--- src/rtl/isg_pkg.sv ---
package isg_pkg;

    localparam int NUM_COVARIATES = 4;
    localparam int TIME_BITS      = 24;
    localparam int COV_BITS       = 16;
    localparam int DUR_BITS       = 40;
    localparam int WSUM_BITS      = 56;
    localparam int PROD_BITS      = TIME_BITS + 1 + COV_BITS;
    localparam int COV_IDX_BITS   = (NUM_COVARIATES > 1) ? $clog2(NUM_COVARIATES) : 1;
    localparam int QUOT_BITS      = 17;
    localparam int STEP_BITS      = $clog2(QUOT_BITS);
    localparam int PADDR_BITS     = 3;

    localparam logic [PADDR_BITS-1:0] ADDR_AVERAGE_MODE = 3'd0;

    typedef struct packed {
        logic [TIME_BITS-1:0]       start_time;
        logic [TIME_BITS-1:0]       stop_time;
        logic                       event_status;
        logic signed [COV_BITS-1:0] cov_0;
        logic signed [COV_BITS-1:0] cov_1;
        logic signed [COV_BITS-1:0] cov_2;
        logic signed [COV_BITS-1:0] cov_3;
        logic                       last_row;
    } t_row;

    typedef struct packed {
        logic                       subject_status;
        logic [15:0]                row_count;
        logic [15:0]                subject_number;
        logic signed [COV_BITS-1:0] mean_0;
        logic signed [COV_BITS-1:0] mean_1;
        logic signed [COV_BITS-1:0] mean_2;
        logic signed [COV_BITS-1:0] mean_3;
        logic                       zero_duration;
        logic                       final_subject;
    } t_summary;

    typedef struct packed {
        logic                                          status;
        logic [15:0]                                   rows;
        logic [15:0]                                   subj;
        logic [DUR_BITS-1:0]                           dsum;
        logic [NUM_COVARIATES-1:0][WSUM_BITS-1:0]      wsum;
        logic [NUM_COVARIATES-1:0][COV_BITS-1:0]       lcov;
        logic                                          mode;
        logic                                          final_flag;
    } t_job;

    typedef struct packed {
        logic full;
        logic empty;
    } t_q_status;

    typedef enum logic [1:0] {
        F_IDLE,
        F_CHECK,
        F_ACC,
        F_FLUSH
    } t_front_state;

    typedef enum logic [1:0] {
        B_IDLE,
        B_LOAD,
        B_DIV,
        B_OUT
    } t_back_state;

endpackage

--- src/rtl/isg_queue.sv ---
module isg_queue (
    input  logic                i_clk,
    input  logic                i_rst_n,
    input  logic                i_push,
    input  isg_pkg::t_job       i_job,
    input  logic                i_pop,
    output isg_pkg::t_job       o_job,
    output isg_pkg::t_q_status  o_status
);

    isg_pkg::t_job r_mem [2];
    logic          r_wp;
    logic          r_rp;
    logic [1:0]    r_cnt;

    always_ff @(posedge i_clk) begin
        if (i_push) begin
            r_mem[r_wp] <= i_job;
        end
    end

    always_ff @(posedge i_clk) begin
        if (!i_rst_n) begin
            r_wp  <= 1'b0;
            r_rp  <= 1'b0;
            r_cnt <= 2'd0;
        end else begin
            if (i_push) r_wp <= ~r_wp;
            if (i_pop)  r_rp <= ~r_rp;
            r_cnt <= r_cnt + 2'(i_push) - 2'(i_pop);
        end
    end

    assign o_job          = r_mem[r_rp];
    assign o_status.full  = (r_cnt == 2'd2);
    assign o_status.empty = (r_cnt == 2'd0);

endmodule

--- config.mk ---
export PLATFORM = sky130hd
export DESIGN_NAME = isg_queue
export DESIGN_NICKNAME = d
export VERILOG_FILES = /design/src/rtl/isg_pkg.sv /design/src/rtl/isg_queue.sv
export SDC_FILE = /design/constraint.sdc
export NUM_CORES = 1
export LEC_CHECK = 0
export BUFFER_PORTS_ARGS = -buffer_cell sky130_fd_sc_hd__buf_2
export CAP_MARGIN = 10
export CORE_AREA = 2 2 283 285
export CTS_BUF_LIST = sky130_fd_sc_hd__clkbuf_8
export CTS_CLUSTER_DIAMETER = 60
export CTS_CLUSTER_SIZE = 16
export DETAILED_ROUTE_END_ITERATION = 12
export DIE_AREA = 0 0 285 287
export GPL_TIMING_DRIVEN = 1
export PLACE_DENSITY = 0.56
export SYNTH_ARGS = -nofsm -noshare
export SYNTH_HDL_FRONTEND = slang
export SYNTH_SLANG_ARGS = --single-unit
--- constraint.sdc ---
create_clock -name i_clk -period 63.2 [get_ports i_clk]
set_clock_uncertainty 0.2 [all_clocks]
set_input_delay 12.64 -clock i_clk [delete_from_list [all_inputs] [get_ports i_clk]]
set_output_delay 12.64 -clock i_clk [all_outputs]
set_load 0.03 [all_outputs]
==> results_dict.tcl <==
set metrics [dict create \
    power.leakage_uw 0.0121 \
    drive_gt1_share_pct 61.0 \
    netlist_instances 1150 \
    path_buf_inv 4 \
    synth-seq-cells 731 \
    hp-class "register to register" \
    powerDensity_nw_per_um2 29.7 \
    reg2reg_depth 4 \
    antenna_found_initial 22 \
    synth_area_um2 26600 \
    cp_data_required_time_ps 50360 \
    worstPathCellList "buf_4 > buf_4 > buf_4 > mux2_2 > buf_2" \
    cpMostUsedCell "buf_4" \
    cts-resized-gates 0 \
    fin_hold_ws_ps 387 \
    max_freq_mhz 56.9 \
    pwr-share-comb_pct 15.4 \
    pin_count 732 \
    drc 0 \
    post-cts-setup-buffers 0 \
    startpoint_type "register" \
    syn-num-nets 1519 \
    slew_headroom_pct 22.2 \
    die_h_um 287 \
    grt_pass1_vias 14300 \
    tightest_slew_ps 1170 \
    cts_root_buffer "clkbuf_8" \
    drt_wl_total_mm 61.7 \
    drv_cap 0 \
    min-delay-start "r_rp$_SDFFE_PN0P_" \
    fin_area_um2 32600 \
    yosysSeqAreaShare_pct 82.3 \
    period_needed_ps 17580 \
    cts.sinks 731 \
    rr_endpoint "r_mem[0][246]$_DFFE_PP_" \
    hpwl_mm 43.5 \
    grt_pass1_wl_mm 88.7 \
    crit_path_max_incr_delay_ps 940 \
    synth_common_cells "edfxtp_1, mux2_2, mux2_4" \
    cts_max_level 2 \
    grt_util_all_layers_pct 14.3 \
    intPower_uw 712 \
    synth_edf_count 726 \
    port_buffers 731 \
    arrival_ps 4740 \
    r2r-start "r_wp$_SDFFE_PN0P_" \
    core_area_um2 78600 \
    whs_path_depth 2 \
    place_area_um2 31500 \
    yosysMostFrequentCell "edfxtp_1" \
    vias 13500 \
    status "finished, final reports clean" \
    cts_tree "built" \
    synth_ff_type "edfxtp_1" \
    clk_pin_slew_worst_paths_ps 100 \
    power_frac_seq_pct 58.7 \
    nets 2282 \
    rows 103 \
    peakVddDrop_mv 0.0245 \
    finalCritPeriodShare_pct 27.8 \
    finalSetupTns_ps 0 \
    setup.worst_path.end_class "output port" \
    ys.warnings.count 0 \
    reg2reg_slack_ps 58830 \
    critPathTopFamily "buffers and inverters" \
    slowest_stage "buf_4" \
    grt_max_degree 153 \
    synth.avg_cell_area_um2 23.2 \
    ant_nets 0 \
    async_flop_share_pct 0 \
    fp.dieW_um 285 \
    setup_slack_ps 45620 \
    viasPerCell 4.49 \
    pre_cts_ws_ps 46270 \
    grt-ovfl-total 0 \
    area_growth_pct 22.3 \
    cts_inserted_buffers 57 \
    dieArea_um2 81800 \
    crit_fanout 67 \
    ys_top_cells_by_area "edfxtp_1, mux2_2, mux2_4, buf_2, dfxtp_1" \
    synth.distinct_cells 14 \
    rsz0062_at_grt "no" \
    yosysTopAreaCell "edfxtp_1" \
    total_power_uw 967 \
    clkPwrFrac_pct 25.9 \
    initial_core_util_pct 33.9 \
    avgRoutedWirePerCell_um 20.5 \
    setup_viol 0 \
    drt_iter0_markers 796 \
    worstSkewPairLatency_ps 670 \
    gp_congestion 0.836 \
    clk_path_buf_depth 3 \
    finalMaxSlewViolations 0 \
    drtPass1Iterations 4 \
    cts_hold_buf 0 \
    switching_power_uw 255 \
    hold_viol_final 0 \
    sw_frac_of_total_pct 26.4 \
    yosysTopAreaCellShare_pct 81.9 \
    worstSetupPathType "register to output port" \
]
==> sequential cells by signal, summed over array words and instances (netlist names), named ones only <==
signal  count
r_wp        1
r_rp        1
r_mem     726
r_cnt       2
==> worst min-delay path: cells and delay by family (launching register included) <==
kind,cells,cell delay [ps]
xor+xnor,1,70
flops,1,340
simple gates,1,150
==> power by group through the flow <==
stage / clock, uW / combinational, uW / sequential (uW)
finish: 250 / 149 / 568
global route: 278 / 158 / 570
CTS: 261 / 151 / 568
detailed placement: 0 / 151 / 579
global placement: 0 / 150 / 578
floorplan: 0 / 102 / 587
==> metrics by stage <==
step / instances / util [%]
2_1_floorplan: 1150 / -
3_3_place_gp: 2904 / 40.0
3_5_place_dp: 2904 / 40.0
4_1_cts: 2994 / 41.4
5_1_grt: 2999 / 41.4
6_report: 3004 / 41.4
==> per-layer routing <==
metal | global-route usage, % | share of wire, % | vias up | wire length (um)
met3 | 5.70 | 9.6 | 122 | 5940
met2 | 25.4 | 51 | 541 | 31700
met1 | 15.7 | 36 | 6696 | 22300
li1 | - | - | 6102 | -
met5 | 0 | 0.27 | - | 167
met4 | 4.40 | 2.5 | 28 | 1550
==> cell type report <==
cell class	instances	area, um2
clock buffers	57	785
well taps	1050	1310
clock inverters	33	275
flip-flops and latches	731	21900
multi-input cells	377	4480
repair buffers	744	3770
fillers	7168	46100
inverters	2	7.51
diodes	10	25.0
==> how the worst max path moves through the flow <==
stage | slack (ps) | depth (start not counted) | end
floorplan | 33490 | 2 | r_wp$_SDFFE_PN0P_
global placement | 46370 | 5 | o_job[163]
detailed placement | 46270 | 5 | o_job[122]
CTS | 45460 | 5 | o_job[122]
global route | 45270 | 5 | o_job[122]
finish | 45620 | 5 | o_job[122]
==> layout by cell type (no fill, tap or decap), types with 2 or more instances in the layout <==
| cell | Yosys | final |
|---|---|---|
| inv_1 | 2 | 15 |
| nor2b_1 | 4 | 3 |
| inv_6 | 0 | 6 |
| ha_1 | 2 | 2 |
| inv_8 | 0 | 2 |
| mux2_2 | 293 | 293 |
| diode_2 | 0 | 10 |
| edfxtp_1 | 726 | 726 |
| clkinv_2 | 0 | 5 |
| buf_4 | 0 | 12 |
| clkbuf_8 | 0 | 57 |
| dfxtp_1 | 5 | 4 |
| buf_2 | 32 | 731 |
| bufinv_16 | 0 | 3 |
| mux2_4 | 70 | 70 |
| and2_1 | 4 | 3 |
==> logic make-up (layout without fill, tap and decap cells) <==
kind of cell	after synthesis	in the layout	synth area share [%]
compound gates	1	1	0.0282
mux	363	363	16.3
buf+inv	42	836	0.968
flops	731	731	82.3
other cells	0	10	0
simple gates	9	9	0.202
xor+xnor	2	2	0.117
fa+ha+maj	2	2	0.0940
No activity file was read; power rests on OpenSTA's default activity.
