**src/rtl/isg_pkg.sv**
```systemverilog
package isg_pkg;

    localparam int NUM_COVARIATES = 4;
    localparam int TIME_BITS      = 24;
    localparam int COV_BITS       = 16;
    localparam int DUR_BITS       = 40;
    localparam int WSUM_BITS      = 56;
    localparam int PROD_BITS      = TIME_BITS + 1 + COV_BITS;
    localparam int COV_IDX_BITS   = (NUM_COVARIATES > 1) ? $clog2(NUM_COVARIATES) : 1;
    localparam int QUOT_BITS      = 17;
    localparam int STEP_BITS      = $clog2(QUOT_BITS);
    localparam int PADDR_BITS     = 3;

    localparam logic [PADDR_BITS-1:0] ADDR_AVERAGE_MODE = 3'd0;

    typedef struct packed {
        logic [TIME_BITS-1:0]       start_time;
        logic [TIME_BITS-1:0]       stop_time;
        logic                       event_status;
        logic signed [COV_BITS-1:0] cov_0;
        logic signed [COV_BITS-1:0] cov_1;
        logic signed [COV_BITS-1:0] cov_2;
        logic signed [COV_BITS-1:0] cov_3;
        logic                       last_row;
    } t_row;

    typedef struct packed {
        logic                       subject_status;
        logic [15:0]                row_count;
        logic [15:0]                subject_number;
        logic signed [COV_BITS-1:0] mean_0;
        logic signed [COV_BITS-1:0] mean_1;
        logic signed [COV_BITS-1:0] mean_2;
        logic signed [COV_BITS-1:0] mean_3;
        logic                       zero_duration;
        logic                       final_subject;
    } t_summary;

    typedef struct packed {
        logic                                          status;
        logic [15:0]                                   rows;
        logic [15:0]                                   subj;
        logic [DUR_BITS-1:0]                           dsum;
        logic [NUM_COVARIATES-1:0][WSUM_BITS-1:0]      wsum;
        logic [NUM_COVARIATES-1:0][COV_BITS-1:0]       lcov;
        logic                                          mode;
        logic                                          final_flag;
    } t_job;

    typedef struct packed {
        logic full;
        logic empty;
    } t_q_status;

    typedef enum logic [1:0] {
        F_IDLE,
        F_CHECK,
        F_ACC,
        F_FLUSH
    } t_front_state;

    typedef enum logic [1:0] {
        B_IDLE,
        B_LOAD,
        B_DIV,
        B_OUT
    } t_back_state;

endpackage

```
**src/rtl/isg_back.sv**
```systemverilog
module isg_back (
    input  logic                i_clk,
    input  logic                i_rst_n,
    input  isg_pkg::t_job       i_job,
    input  isg_pkg::t_q_status  i_q,
    output logic                o_pop,
    output logic                o_valid,
    input  logic                i_stall,
    output isg_pkg::t_summary   o_summary
);

    localparam int NC = isg_pkg::NUM_COVARIATES;
    localparam int DB = isg_pkg::DUR_BITS;
    localparam int WB = isg_pkg::WSUM_BITS;
    localparam int CB = isg_pkg::COV_BITS;
    localparam int QB = isg_pkg::QUOT_BITS;
    localparam int SB = isg_pkg::STEP_BITS;
    localparam int KB = isg_pkg::COV_IDX_BITS;

    isg_pkg::t_back_state  r_state, n_state;
    isg_pkg::t_job         r_job, n_job;
    logic [NC-1:0][CB-1:0] r_mean, n_mean;
    logic [KB-1:0]         r_k, n_k;
    logic [SB-1:0]         r_step, n_step;
    logic [WB-1:0]         r_rem, n_rem;
    logic [WB-1:0]         r_dsh, n_dsh;
    logic [QB-1:0]         r_q, n_q;
    logic                  r_neg, n_neg;
    logic                  r_sat, n_sat;
    logic                  r_ovalid, n_ovalid;
    isg_pkg::t_summary     r_osum, n_osum;

    logic                  zd;
    logic [WB-1:0]         num;
    logic [WB-1:0]         nmag;
    logic [DB-1:0]         dmag;
    logic                  ge;
    logic [QB-1:0]         q_nx;

    function automatic logic [CB-1:0] fin(input logic sat, input logic neg,
                                          input logic [QB-1:0] q);
        logic [QB-1:0] qn;
        qn = -q;
        if (neg) begin
            fin = (sat || q > QB'(32768)) ? 16'h8000 : qn[CB-1:0];
        end else begin
            fin = (sat || q > QB'(32767)) ? 16'h7FFF : q[CB-1:0];
        end
    endfunction

    assign zd   = r_job.mode && (r_job.dsum == '0);
    assign num  = r_job.wsum[r_k];
    assign nmag = num[WB-1] ? -num : num;
    assign dmag = r_job.dsum[DB-1] ? -r_job.dsum : r_job.dsum;
    assign ge   = (r_rem >= r_dsh);
    assign q_nx = ge ? (r_q | (QB'(1) << r_step)) : r_q;

    always_comb begin
        n_state  = r_state;
        n_job    = r_job;
        n_mean   = r_mean;
        n_k      = r_k;
        n_step   = r_step;
        n_rem    = r_rem;
        n_dsh    = r_dsh;
        n_q      = r_q;
        n_neg    = r_neg;
        n_sat    = r_sat;
        n_osum   = r_osum;
        n_ovalid = r_ovalid && i_stall;
        o_pop    = 1'b0;
        case (r_state)
            isg_pkg::B_IDLE: begin
                if (!i_q.empty) begin
                    o_pop   = 1'b1;
                    n_job   = i_job;
                    n_k     = '0;
                    n_state = isg_pkg::B_LOAD;
                end
            end
            isg_pkg::B_LOAD: begin
                if (!r_job.mode) begin
                    n_mean  = r_job.lcov;
                    n_state = isg_pkg::B_OUT;
                end else if (zd) begin
                    n_mean  = '0;
                    n_state = isg_pkg::B_OUT;
                end else begin
                    n_rem   = nmag;
                    n_dsh   = {dmag, {(QB-1){1'b0}}};
                    n_q     = '0;
                    n_step  = SB'(QB - 1);
                    n_neg   = num[WB-1] ^ r_job.dsum[DB-1];
                    n_sat   = {1'b0, nmag} >= {dmag, {QB{1'b0}}};
                    n_state = isg_pkg::B_DIV;
                end
            end
            isg_pkg::B_DIV: begin
                if (ge) n_rem = r_rem - r_dsh;
                n_dsh = r_dsh >> 1;
                n_q   = q_nx;
                n_step = r_step - SB'(1);
                if (r_step == '0) begin
                    n_mean[r_k] = fin(r_sat, r_neg, q_nx);
                    if (r_k == KB'(NC - 1)) begin
                        n_state = isg_pkg::B_OUT;
                    end else begin
                        n_k     = r_k + KB'(1);
                        n_state = isg_pkg::B_LOAD;
                    end
                end
            end
            isg_pkg::B_OUT: begin
                if (!r_ovalid || !i_stall) begin
                    n_ovalid                = 1'b1;
                    n_osum.subject_status   = r_job.status;
                    n_osum.row_count        = r_job.rows;
                    n_osum.subject_number   = r_job.subj;
                    n_osum.mean_0           = r_mean[0];
                    n_osum.mean_1           = r_mean[1];
                    n_osum.mean_2           = r_mean[2];
                    n_osum.mean_3           = r_mean[3];
                    n_osum.zero_duration    = zd;
                    n_osum.final_subject    = r_job.final_flag;
                    n_state                 = isg_pkg::B_IDLE;
                end
            end
            default: n_state = isg_pkg::B_IDLE;
        endcase
    end

    always_ff @(posedge i_clk) begin
        r_job  <= n_job;
        r_mean <= n_mean;
        r_k    <= n_k;
        r_step <= n_step;
        r_rem  <= n_rem;
        r_dsh  <= n_dsh;
        r_q    <= n_q;
        r_neg  <= n_neg;
        r_sat  <= n_sat;
        r_osum <= n_osum;
    end

    always_ff @(posedge i_clk) begin
        if (!i_rst_n) begin
            r_state  <= isg_pkg::B_IDLE;
            r_ovalid <= 1'b0;
        end else begin
            r_state  <= n_state;
            r_ovalid <= n_ovalid;
        end
    end

    assign o_valid   = r_ovalid;
    assign o_summary = r_osum;

endmodule

```
**config.mk**
```make
export PLATFORM = sky130hd
export DESIGN_NAME = isg_back
export DESIGN_NICKNAME = d
export VERILOG_FILES = /design/src/rtl/isg_pkg.sv /design/src/rtl/isg_back.sv
export SDC_FILE = /design/constraint.sdc
export NUM_CORES = 1
export LEC_CHECK = 0
export BUFFER_PORTS_ARGS = -buffer_cell sky130_fd_sc_hd__buf_2
export CAP_MARGIN = 10
export CORE_ASPECT_RATIO = 0.6
export CORE_UTILIZATION = 31
export CTS_CLUSTER_DIAMETER = 120
export DETAILED_ROUTE_END_ITERATION = 8
export SYNTH_ARGS = -nofsm -noshare
export SYNTH_HDL_FRONTEND = slang
export SYNTH_SLANG_ARGS = --single-unit
```
**constraint.sdc**
```tcl
create_clock -name i_clk -period 55.8 [get_ports i_clk]
set_clock_uncertainty 0.1 [all_clocks]
set_input_delay 2.79 -clock i_clk [delete_from_list [all_inputs] [get_ports i_clk]]
set_output_delay 2.79 -clock i_clk [all_outputs]
set_load 0.01 [all_outputs]
```
==> results.ini <==
[outcome]
status=finished, final reports clean

[timing]
period_minus_slack_ns=8.34
max_slew_margin=0.199
tightest_slew_ns=1.18
final.period_utilization=0.149
fin_ws_ns=47.46
hold_viol_final=0
fin_tns_setup_ns=0
max_freq_mhz=120
maxSlewViolCount=0
setup_violations=0
rsz0062_at_grt=false

[floorplanning]
rows=88
fp.dieW_um=408
ios=469
fp.dieH_um=246
start_util=0.316
coreArea_um2=97100
dieArea_um2=100000

[logic_synthesis]
synth-seq-cells=667
synth-simple-area-share=0.0834
muxShareOfSynthArea=0.0576
synth_cell_types=72
synth_compound_area_frac=0.0989
synth-edff-count=664
synthAdderAreaFrac=0.0463
ys_seq_area_frac=0.652
syn-num-nets=2706
avgSynthCellArea_um2=13.8
yosys_most_used_dff=edfxtp_1
synthArstFlopShare=0
synthXorXnorAreaFrac=0.0394
yosys_warnings=0
synth_top_family_by_area=compound AO/OA/AOI/OAI gates
synthesis.area_um2=30700
synthCells=2225

[critical_path]
arrival_ns=8.70
crit_required_ns=56.16
startpoint_type=register
worst-path-max-fanout=31
crit_type=reg -> reg
cp-end-kind=register
r2r_slack_ns=47.46

[cells_and_area]
seqCellArea_um2=20000
drive_gt1_frac=0.249
area_delta_synth_final_pct=20.1
fin_nets=3187
multi_input_area_um2=10100
fillers=9328

[cts]
cts.sinks=667
cts_resized=0
cts_htree_levels=3
cts_inserted_buffers=69
cts-root-buf=clkbuf_16
post-cts-setup-buffer-count=0
clk_pin_slew_ns=0.07
tritoncts=built
hold_buffers=0
clkLatencyLatePin_ns=0.66
clock_path_buffers=3

[placement]
io_buffers=467
hpwl_um=58600
pre_cts_ws_ns=47.40
gp_congestion=0.869

[global_route]
grt_use_total=0.159
grt_max_degree=84
first_global_vias=19400
antenna_found_initial=14
grt_pass1_wl_um=120000
gr-total-overflow=0

[detailed_routing]
drt_iter0_drc=1725
via_per_inst=4.95
vias=20100
first_pass_iters=5
final_antenna_net_count=0
wl_um=81200
route.detailed.drc=0
wl_per_cell_um=20.0

[run]
drv_cap=0

[hold_path]
worstHoldPathType=reg -> reg

[pwr]
p_per_area_nw_per_um2=65.5
vdd_drop_max_uv=27.4
p_leak_nw=13.9

## path summary, 6_finish.rpt
path / from / endpoint / cells past startpoint
max reg2reg: r_k[0] / r_sat / 19
min: r_mean[15] / o_summary[65] / 0
max: r_k[0] / r_sat / 19
min reg2reg: r_mean[15] / o_summary[65] / 0
## layout make-up
type	instances	share of cell area
repair buffers	493	0.0688
diodes	7	0.000476
clock buffers	80	0.0497
multi-input cells	1377	0.273
flip-flops and latches	667	0.543
well taps	1305	0.0443
inverters	98	0.0101
clock inverters	37	0.0106
## cells by family (layout without fill, tap and decap cells)
group	count (synthesis)	in the layout
mux	107	107
flops	667	667
fa+ha+maj	113	113
simple gates	531	531
xor+xnor	138	138
buf+inv	181	708
compound gates	488	488
other cells	0	7
## per-layer routing
metal	vias up	GRT usage	part of all wire
li1	9517	-	-
met1	9864	0.239	0.49
met2	613	0.223	0.42
met3	115	0.0432	0.072
met4	6	0.0420	0.020
met5	-	0	0.00053
## cell usage in the layout (no fill, tap or decap), drive strengths merged, types with 28 or more instances in the layout
cell type  count
xnor2         59
mux2i         45
clkbuf        80
buf          493
mux4          55
xor2          79
o21ai        112
edfxtp       664
inv          103
nand2        149
nor3          35
a21o          33
o31ai         28
a21oi        172
nand4         31
ha           112
nor2         166
## sequential cells by signal, indices dropped and copies added (netlist names), 2 cells and up
signal     count
r_q           17
o_summary     99
r_state        2
r_dsh         56
r_k            2
r_job        363
r_mean        64
r_step         5
r_rem         56
## synth_stat cells, drive strengths merged, types with 11 or more instances
library cell / n / share of area
a21o: 33 / 0.0081
a21oi: 172 / 0.029
a22o: 13 / 0.0037
a31oi: 22 / 0.0045
and2: 11 / 0.0022
and3: 16 / 0.0034
buf: 20 / 0.0027
clkbuf: 63 / 0.0077
edfxtp: 664 / 0.65
ha: 112 / 0.046
inv: 96 / 0.012
mux2i: 45 / 0.015
mux4: 55 / 0.040
nand2: 149 / 0.018
nand2b: 12 / 0.0024
nand3: 22 / 0.0036
nand4: 31 / 0.0063
nor2: 166 / 0.020
nor2b: 15 / 0.0031
nor3: 35 / 0.0057
nor4: 14 / 0.0033
o21a: 14 / 0.0034
o21ai: 112 / 0.018
o31ai: 28 / 0.0069
or3: 23 / 0.0049
or4: 13 / 0.0035
xnor2: 59 / 0.017
xor2: 79 / 0.023
## per-stage QoR
stage               total power [mW]  hold WS [ns]  std cells  area (um^2)  utilization
finish                          2.41         0.316       4064        36800        0.379
global route                    2.57         0.322       4061        36800        0.379
CTS                             2.42         0.315       4057        36800        0.379
detailed placement              1.94         0.305       3940        34600        0.356
global placement                1.93         0.300       3940        34600        0.356
floorplan                       1.66         0.300       2225        30700            -
## worst max-delay path, stage by stage, from the launching register on
cell,delay [ns]
edfxtp_1,0.42
buf_4,0.54
buf_4,0.61
mux4_2,0.68
or3_1,0.44
or4_1,0.56
and4bb_2,0.46
nand2_1,0.27
nor2_1,0.41
and2_1,0.25
a21oi_1,0.10
xor2_1,0.20
ha_1,0.32
nand4_1,0.12
nor3_1,0.76
and4_1,0.42
o2111ai_1,0.18
nor4_1,0.55
a31oi_1,0.30
a21boi_1,0.32
## report_power, final
part	internal [mW]	switching, mW	total [mW]
Clock	0.265	0.202	0.466
Sequential	0.785	0.0488	0.834
Combinational	0.392	0.720	1.11
(Power assumes the default switching activity.)
